<file path="src/hw/rtl/stbs_pkg.sv">
// ----------------------------------------------------------------------------
// stbs_pkg
// Shared types and constants for the sorted table binary search block.
// ----------------------------------------------------------------------------
package stbs_pkg;

  localparam int TABLE_DEPTH = 1024;
  localparam int INDEX_W     = $clog2(TABLE_DEPTH);
  localparam int COUNT_W     = 11;
  localparam int BOUND_W     = INDEX_W + 1;
  localparam int DATA_W      = 32;

  localparam logic MODE_WRITE  = 1'b0;
  localparam logic MODE_SEARCH = 1'b1;

  typedef struct packed {
    logic                     mode;
    logic [INDEX_W-1:0]       entry_index;
    logic signed [DATA_W-1:0] data_value;
  } request_t;

  typedef struct packed {
    logic               found;
    logic [INDEX_W-1:0] position;
  } result_t;

  typedef struct packed {
    logic load;
    logic read;
    logic step;
    logic finish_found;
    logic finish_miss;
  } ctrl_cmd_t;

  typedef struct packed {
    logic empty;
    logic hit;
  } dp_status_t;

endpackage

</file>
<file path="src/hw/rtl/stbs_ctrl.sv">
// ----------------------------------------------------------------------------
// stbs_ctrl
// Search sequencer: alternates a table read and a compare until a hit or an
// empty range.
// ----------------------------------------------------------------------------
module stbs_ctrl (
  input  logic                 clk,
  input  logic                 rst,
  input  logic                 start,
  input  logic                 mode,
  input  stbs_pkg::dp_status_t status,
  output stbs_pkg::ctrl_cmd_t  cmd,
  output logic                 busy
);
  import stbs_pkg::*;

  typedef enum logic [2:0] {
    S_IDLE = 3'b001,
    S_READ = 3'b010,
    S_CMP  = 3'b100
  } state_t;

  state_t state;
  state_t state_next;

  always_ff @(posedge clk) begin
    if (rst) begin
      state <= S_IDLE;
    end else begin
      state <= state_next;
    end
  end

  always_comb begin
    state_next = state;
    cmd        = '0;
    case (state)
      S_IDLE: begin
        if (start && mode == MODE_SEARCH) begin
          cmd.load   = 1'b1;
          state_next = S_READ;
        end
      end
      S_READ: begin
        if (status.empty) begin
          cmd.finish_miss = 1'b1;
          state_next      = S_IDLE;
        end else begin
          cmd.read   = 1'b1;
          state_next = S_CMP;
        end
      end
      S_CMP: begin
        if (status.hit) begin
          cmd.finish_found = 1'b1;
          state_next       = S_IDLE;
        end else begin
          cmd.step   = 1'b1;
          state_next = S_READ;
        end
      end
      default: begin
        state_next = S_IDLE;
      end
    endcase
  end

  assign busy = (state != S_IDLE);

endmodule

</file>
<file path="config.mk">
export PLATFORM = sky130hd
export DESIGN_NAME = stbs_ctrl
export DESIGN_NICKNAME = d
export VERILOG_FILES = /design/src/hw/rtl/stbs_pkg.sv /design/src/hw/rtl/stbs_ctrl.sv
export SDC_FILE = /design/constraint.sdc
export NUM_CORES = 1
export LEC_CHECK = 0
export ABC_AREA = 1
export BUFFER_PORTS_ARGS = -buffer_cell sky130_fd_sc_hd__buf_2
export CAP_MARGIN = 10
export CORE_AREA = 4 4 41 43
export DETAILED_ROUTE_END_ITERATION = 12
export DIE_AREA = 0 0 45 47
export PLACE_DENSITY = 0.36
export SETUP_SLACK_MARGIN = 0.5
export SYNTH_ARGS = -nofsm -noshare
export SYNTH_HDL_FRONTEND = slang
export SYNTH_SLANG_ARGS = --single-unit
</file>
<file path="constraint.sdc">
create_clock -name clk -period 1.14 [get_ports clk]
set_clock_uncertainty 0.2 [all_clocks]
set_input_delay 0.114 -clock clk [delete_from_list [all_inputs] [get_ports clk]]
set_output_delay 0.114 -clock clk [all_outputs]
set_load 0.01 [all_outputs]
</file>
==> out/qor.csv, run 1 <==
metric,value,unit
Antenna Nets Post-Route,0,
max FFs per register,3,
number of global-route vias before repair,259,
synthesized instance count,31,
Largest regs,state (3),
share of cells above drive strength 1,68.52,%
I/O Buffers,11,
Row Count,13,
reg2reg end,state[1],
"Clk pin slew, worst setup/hold paths",0.04,ns
cell internal pwr,0.4207,mW
sw frac,32.92,%
CP required,0.83,ns
CTS Buf Count,3,
CP Launch Point,state[2],
Reg power frac,25.6,%
pin count of the biggest net entering global routing,6,
fin crit period,1.296,ns
area grow syn2layout,109.9,%
most frequent cells in the layout,"buf_2 (11), buf_4 (7), inv_1 (6), nand2_1 (6)",
Pwr per Cell Area,1581,mW/mm²
Synth cell types,10,
I/O pin count,12,
Seq cells post-synth,3,
CP Data Arrival Time,0.98,ns
maxcap violations,0,
Final Hold Viols,2,
CP Launch Type,flop,
DR WL/cell,8.768,µm
DR iter-0 viols,1,
Largest Register,state,
pre-CTS WS,0.04207,ns
post-synthesis xor/xnor area fraction,0,%
H-Tree Depth,1,
area of the core,0.001301,mm²
Residual DRC,0,
initial antenna violation count,0,
Detailed Route WL,605,µm
gr usage total,6.957,%
final worst path period share,113.7,%
Syn. warnings,0,
failing checks,"negative hold slack, negative setup slack",
via-per-instance ratio,3.638,
RSZ-0062 raised after global routing,yes,
Die W,45,µm
1st-pass router iterations,2,
die area,0.002115,mm²
largest family of logic cells by synthesized area,simple AND/OR/NAND/NOR gates,
register area share after synthesis,31.79,%
Adder-Cell Fraction of Synth Area,0,%
post-layout util,30.48,%
sw power,0.2065,mW
Worst R2R Setup Slack,-0.11,ns
Vias,251,
DPL Wire Length,402.4,µm
FF-to-FF path depth,7,
mapped cell area,188.9,µm²
slew of the pin with the lowest slew margin,0.1157,ns
clock power share,29.1,%
syn_nets,37,
crit path capture type,output port,
FILL cells,160,
total leakage power,0.2335,nW
WHS,-0.1170,ns
Hold/Removal Path Class,in2reg,
Final Slew Violations,0,
Peak VDD IR,657.4,µV
Gate power share,45.2,%
clock latency on the worst-skew pair,0.23,ns
status,finished with violations,
nets,61,
first-pass GRT wire length,993,µm
"most common cell after layout, fill and taps aside",buf_2,
complex-gate fraction of the synthesized area,0,%
starting density of the core,14.52,%
crit path kind,reg2out,
CP Max Fanout,5,
fmax,771.8,MHz
Max clock buf depth,2,
CTS sink cnt,3,
CP endpoint,cmd[4],
placer congestion estimate,0.6088,
die height,47,µm
simple-gate area share of the yosys netlist,52.32,%
Slew headroom,92.24,%
Final setup viols,8,
Mapped Avg Cell Area,6.095,µm²
post-synthesis mux area share,0,%
total gr overflow,0,
Setup WS post-layout,-0.1557,ns
worst r2r src,state[2],
number of diodes,0,
CTS tree,built,
clock root cell,clkbuf_4,
## logic make-up (layout without fill, tap and decap cells)
kind of cell  count (synthesis)  count (layout)
simple gates                 20              20
flops                         3               3
buf+inv                       8              31
## metrics by stage
step | power [mW] | setup TNS (ns) | std cells | hold WS [ns] | instance area [µm²]
final | 0.6272 | -1.012 | 69 | -0.1170 | 396.6
after global routing | 0.6752 | -1.525 | 69 | -0.1159 | 396.6
after CTS | 0.6215 | -1.039 | 67 | -0.1235 | 381.6
after detailed placement | 0.3003 | 0 | 57 | 0.1242 | 274.0
after global placement | 0.3073 | 0 | 57 | 0.1313 | 274.0
after floorplan | 0.2512 | 0 | 31 | -0.01913 | 200.2
## power groups by stage
stage	combinational, mW	sequential (mW)	clock [mW]
finish	0.284	0.161	0.183
global route	0.312	0.164	0.198
CTS	0.266	0.159	0.197
detailed placement	0.154	0.147	0
global placement	0.161	0.146	0
floorplan	0.108	0.143	0
## area by class of cell
| cell class | count | area (µm²) | share of cell area, % |
|---|---|---|---|
| Inverter | 8 | 30.03 | 7.571 |
| Multi-Input combinational cell | 20 | 133.9 | 33.75 |
| Tap cell | 15 | 18.77 | 4.732 |
| Timing Repair Buffer | 19 | 118.9 | 29.97 |
| Sequential cell | 3 | 68.82 | 17.35 |
| Clock buffer | 4 | 26.28 | 6.625 |
## per-layer routing
layer  vias to the layer above  global-route usage (%)  wire length [µm]  share of wire, %
met5                         -                       0                 0                 0
met1                       107                   6.606               215                36
met2                         5                   11.30               352                58
met4                         0                   8.772                 0                 0
li1                        139                       -                 -                 -
met3                         0                   1.533                37               6.1
## how the worst min path moves through the flow
stage / start / to / cells after the start
5_1_grt: rst / state[1] / 2
4_1_cts: rst / state[1] / 2
2_1_floorplan: rst / state[1] / 1
3_3_place_gp: status[1] / state[2] / 2
3_5_place_dp: rst / state[1] / 2
6_report: rst / state[1] / 2
## Yosys cell counts
cell type  number  share of area [%]
nand2_1         6                 12
nand4_1         1                3.3
nor2_2          3                9.9
nor3_1          1                2.6
dfxtp_1         3                 32
inv_1           8                 16
nand3_1         5                 13
nand3b_1        1                4.0
nand2_2         1                3.3
nor2_1          2                4.0
## worst max-delay path: stages (launching register included)
cell,delay [ns]
dfxtp_4,0.36
nor2_4,0.12
nand2_2,0.08
nor2_2,0.07
buf_2,0.13
## timing repair
item	4_1_cts	5_1_grt
pin swaps	5	2
setup buffers	6	2
endpoints found under the setup margin	9	9
hold endpoints to repair	2	2
resized for setup	11	0
No activity file was read; power rests on OpenSTA's default activity.
==> inputs of run 2 (changes only) <==
Settings changed: BUFFER_PORTS_ARGS -buffer_cell sky130_fd_sc_hd__buf_2 to -buffer_cell sky130_fd_sc_hd__clkbuf_2.
==> run 2 against run 1 <==
The run still ends with negative hold slack, negative setup slack left. Via count rose by 3.2%. Register-to-register slack lost 0.04 ns. Maximum frequency fell by 0.91%. Wire length is 6.4% higher. Critical path type unchanged. Non-clock buffer count decreased by 3. Worst hold slack improved by 0.0081 ns. Final cell count shrank 4.3%. Critical path depth stayed put. Core utilization decreased by 2.0 points.
==> out/qor.csv, run 2 (synthesis results as in run 1) <==
metric,value,unit,change
FF-to-FF path depth,7,,unchanged
Antenna Nets Post-Route,0,,unchanged
Worst R2R Setup Slack,-0.15,ns,-0.04 ns
total gr overflow,0,,unchanged
CP required,0.83,ns,about the same
CP Max Fanout,4,,-1
H-Tree Depth,1,,unchanged
failing checks,"negative hold slack, negative setup slack",,
CP Data Arrival Time,0.99,ns,about the same
gr usage total,5.845,%,-1.1 points
Slew headroom,90.02,%,-2.2 points
1st-pass router iterations,2,,unchanged
number of diodes,0,,unchanged
CP endpoint,cmd[2],,
final worst path period share,114.7,%,+1.0 points
initial antenna violation count,0,,unchanged
RSZ-0062 raised after global routing,yes,,
CTS tree,built,,
die height,47,µm,unchanged
slew of the pin with the lowest slew margin,0.1489,ns,+0.03321 ns
fin crit period,1.308,ns,+0.01196 ns
area of the core,0.001301,mm²,unchanged
clock root cell,clkbuf_4,,
Row Count,13,,unchanged
pin count of the biggest net entering global routing,6,,unchanged
CP Launch Type,flop,,
nets,58,,-4.9%
Hold/Removal Path Class,in2reg,,
DPL Wire Length,409.1,µm,+1.7%
"most common cell after layout, fill and taps aside",clkbuf_2,,
DR iter-0 viols,1,,unchanged
area grow syn2layout,96.03,%,
CTS sink cnt,3,,unchanged
Reg area,68.82,µm²,unchanged
reg2reg end,state[0],,
status,finished with violations,,
Largest regs,state (3),,
CP Launch Point,state[0],,
Pwr per Cell Area,1555,mW/mm²,-1.6%
FILL cells,157,,-1.9%
most frequent cells in the layout,"clkbuf_2 (8), nand2_1 (6), inv_1 (5), buf_4 (5)",,
total leakage power,0.2136,nW,-8.5%
Final Slew Violations,0,,unchanged
"Clk pin slew, worst setup/hold paths",0.04,ns,about the same
Max clock buf depth,2,,unchanged
share of cells above drive strength 1,68.63,%,+0.11 points
Vias,259,,+3.2%
crit path kind,reg2out,,
placer congestion estimate,0.6489,,+6.6%
starting density of the core,14.52,%,unchanged
Largest Register,state,,
Setup WS post-layout,-0.1677,ns,-0.01196 ns
CTS Buf Count,3,,unchanged
Residual DRC,0,,unchanged
Detailed Route WL,644,µm,+6.4%
DR WL/cell,9.758,µm,+11%
maxcap violations,0,,unchanged
WHS,-0.1089,ns,+0.008059 ns
I/O Buffers,11,,unchanged
Final setup viols,8,,unchanged
via-per-instance ratio,3.924,,+7.9%
multi-input logic area,133.9,µm²,unchanged
first-pass GRT wire length,862,µm,-13%
Final Hold Viols,2,,unchanged
pre-CTS WS,0.03147,ns,-0.01059 ns
I/O pin count,12,,unchanged
Peak VDD IR,547.1,µV,-17%
crit path capture type,output port,,
max FFs per register,3,,unchanged
Die W,45,µm,unchanged
number of global-route vias before repair,255,,-1.5%
fmax,764.7,MHz,-0.91%
die area,0.002115,mm²,unchanged
Tot Pwr,0.5761,mW,-8.2%
Setup TNS,-0.9262,ns,+0.08575 ns
clock latency on the worst-skew pair,0.23,ns,about the same
worst r2r src,state[0],,
[run 2: cell count changes in the layout (fill, tap and decap cells not counted), sizes merged]
cell and delta:
buf -11, clkbuf +8
[run 2: report_power, final]
part,leakage (nW),switching [mW],internal (mW)
logic,0.173,0.113,0.118
clock network,0.0150,0.0522,0.131
registers,0.0257,0.0344,0.127
[run 2: timing repair]
item / 4_1_cts / 5_1_grt
gates resized for setup: 6 / 8
hold endpoints to repair: 2 / 2
pin swaps: 4 / 2
endpoints found under the setup margin: 9 / 9
buffers inserted: 5 / 0
[run 2: area by class of cell]
class	count	area share, %
flip-flops and latches	3	18.58
multi-input cells	20	36.15
repair buffers	16	25.00
clock buffers	4	7.095
inverters	8	8.108
well taps	15	5.068
[run 2: layer usage]
| layer | up-vias | track usage [%] | wire (µm) |
|---|---|---|---|
| met5 | - | 0 | 0 |
| met1 | 120 | 5.455 | 209 |
| met3 | 0 | 1.533 | 41 |
| met4 | 0 | 5.263 | 0 |
| met2 | 5 | 10.45 | 394 |
| li1 | 134 | - | - |
[run 2: worst min-delay path by stage]
| stage | start | endpoint | slack, ns | cells after the start |
|---|---|---|---|---|
| 2_1_floorplan | rst | state[1] | -0.02 | 1 |
| 3_3_place_gp | status[1] | state[2] | 0.14 | 2 |
| 3_5_place_dp | rst | state[1] | 0.13 | 2 |
| 4_1_cts | rst | state[1] | -0.13 | 2 |
| 5_1_grt | rst | state[1] | -0.09 | 2 |
| 6_report | rst | state[1] | -0.11 | 2 |
[run 2: metrics by stage]
stage	cells	cell area [µm²]	utilization (%)
3_3_place_gp	57	274.0	21.06
4_1_cts	66	355.3	27.31
3_5_place_dp	57	274.0	21.06
6_report	66	370.4	28.46
2_1_floorplan	31	200.2	-
5_1_grt	66	370.4	28.46
[run 2: worst max-delay path: stages (launching register included)]
cell and delay, ns:
dfxtp_2 0.34, nor2_4 0.13, nand3b_1 0.11, inv_1 0.06, clkbuf_2 0.12
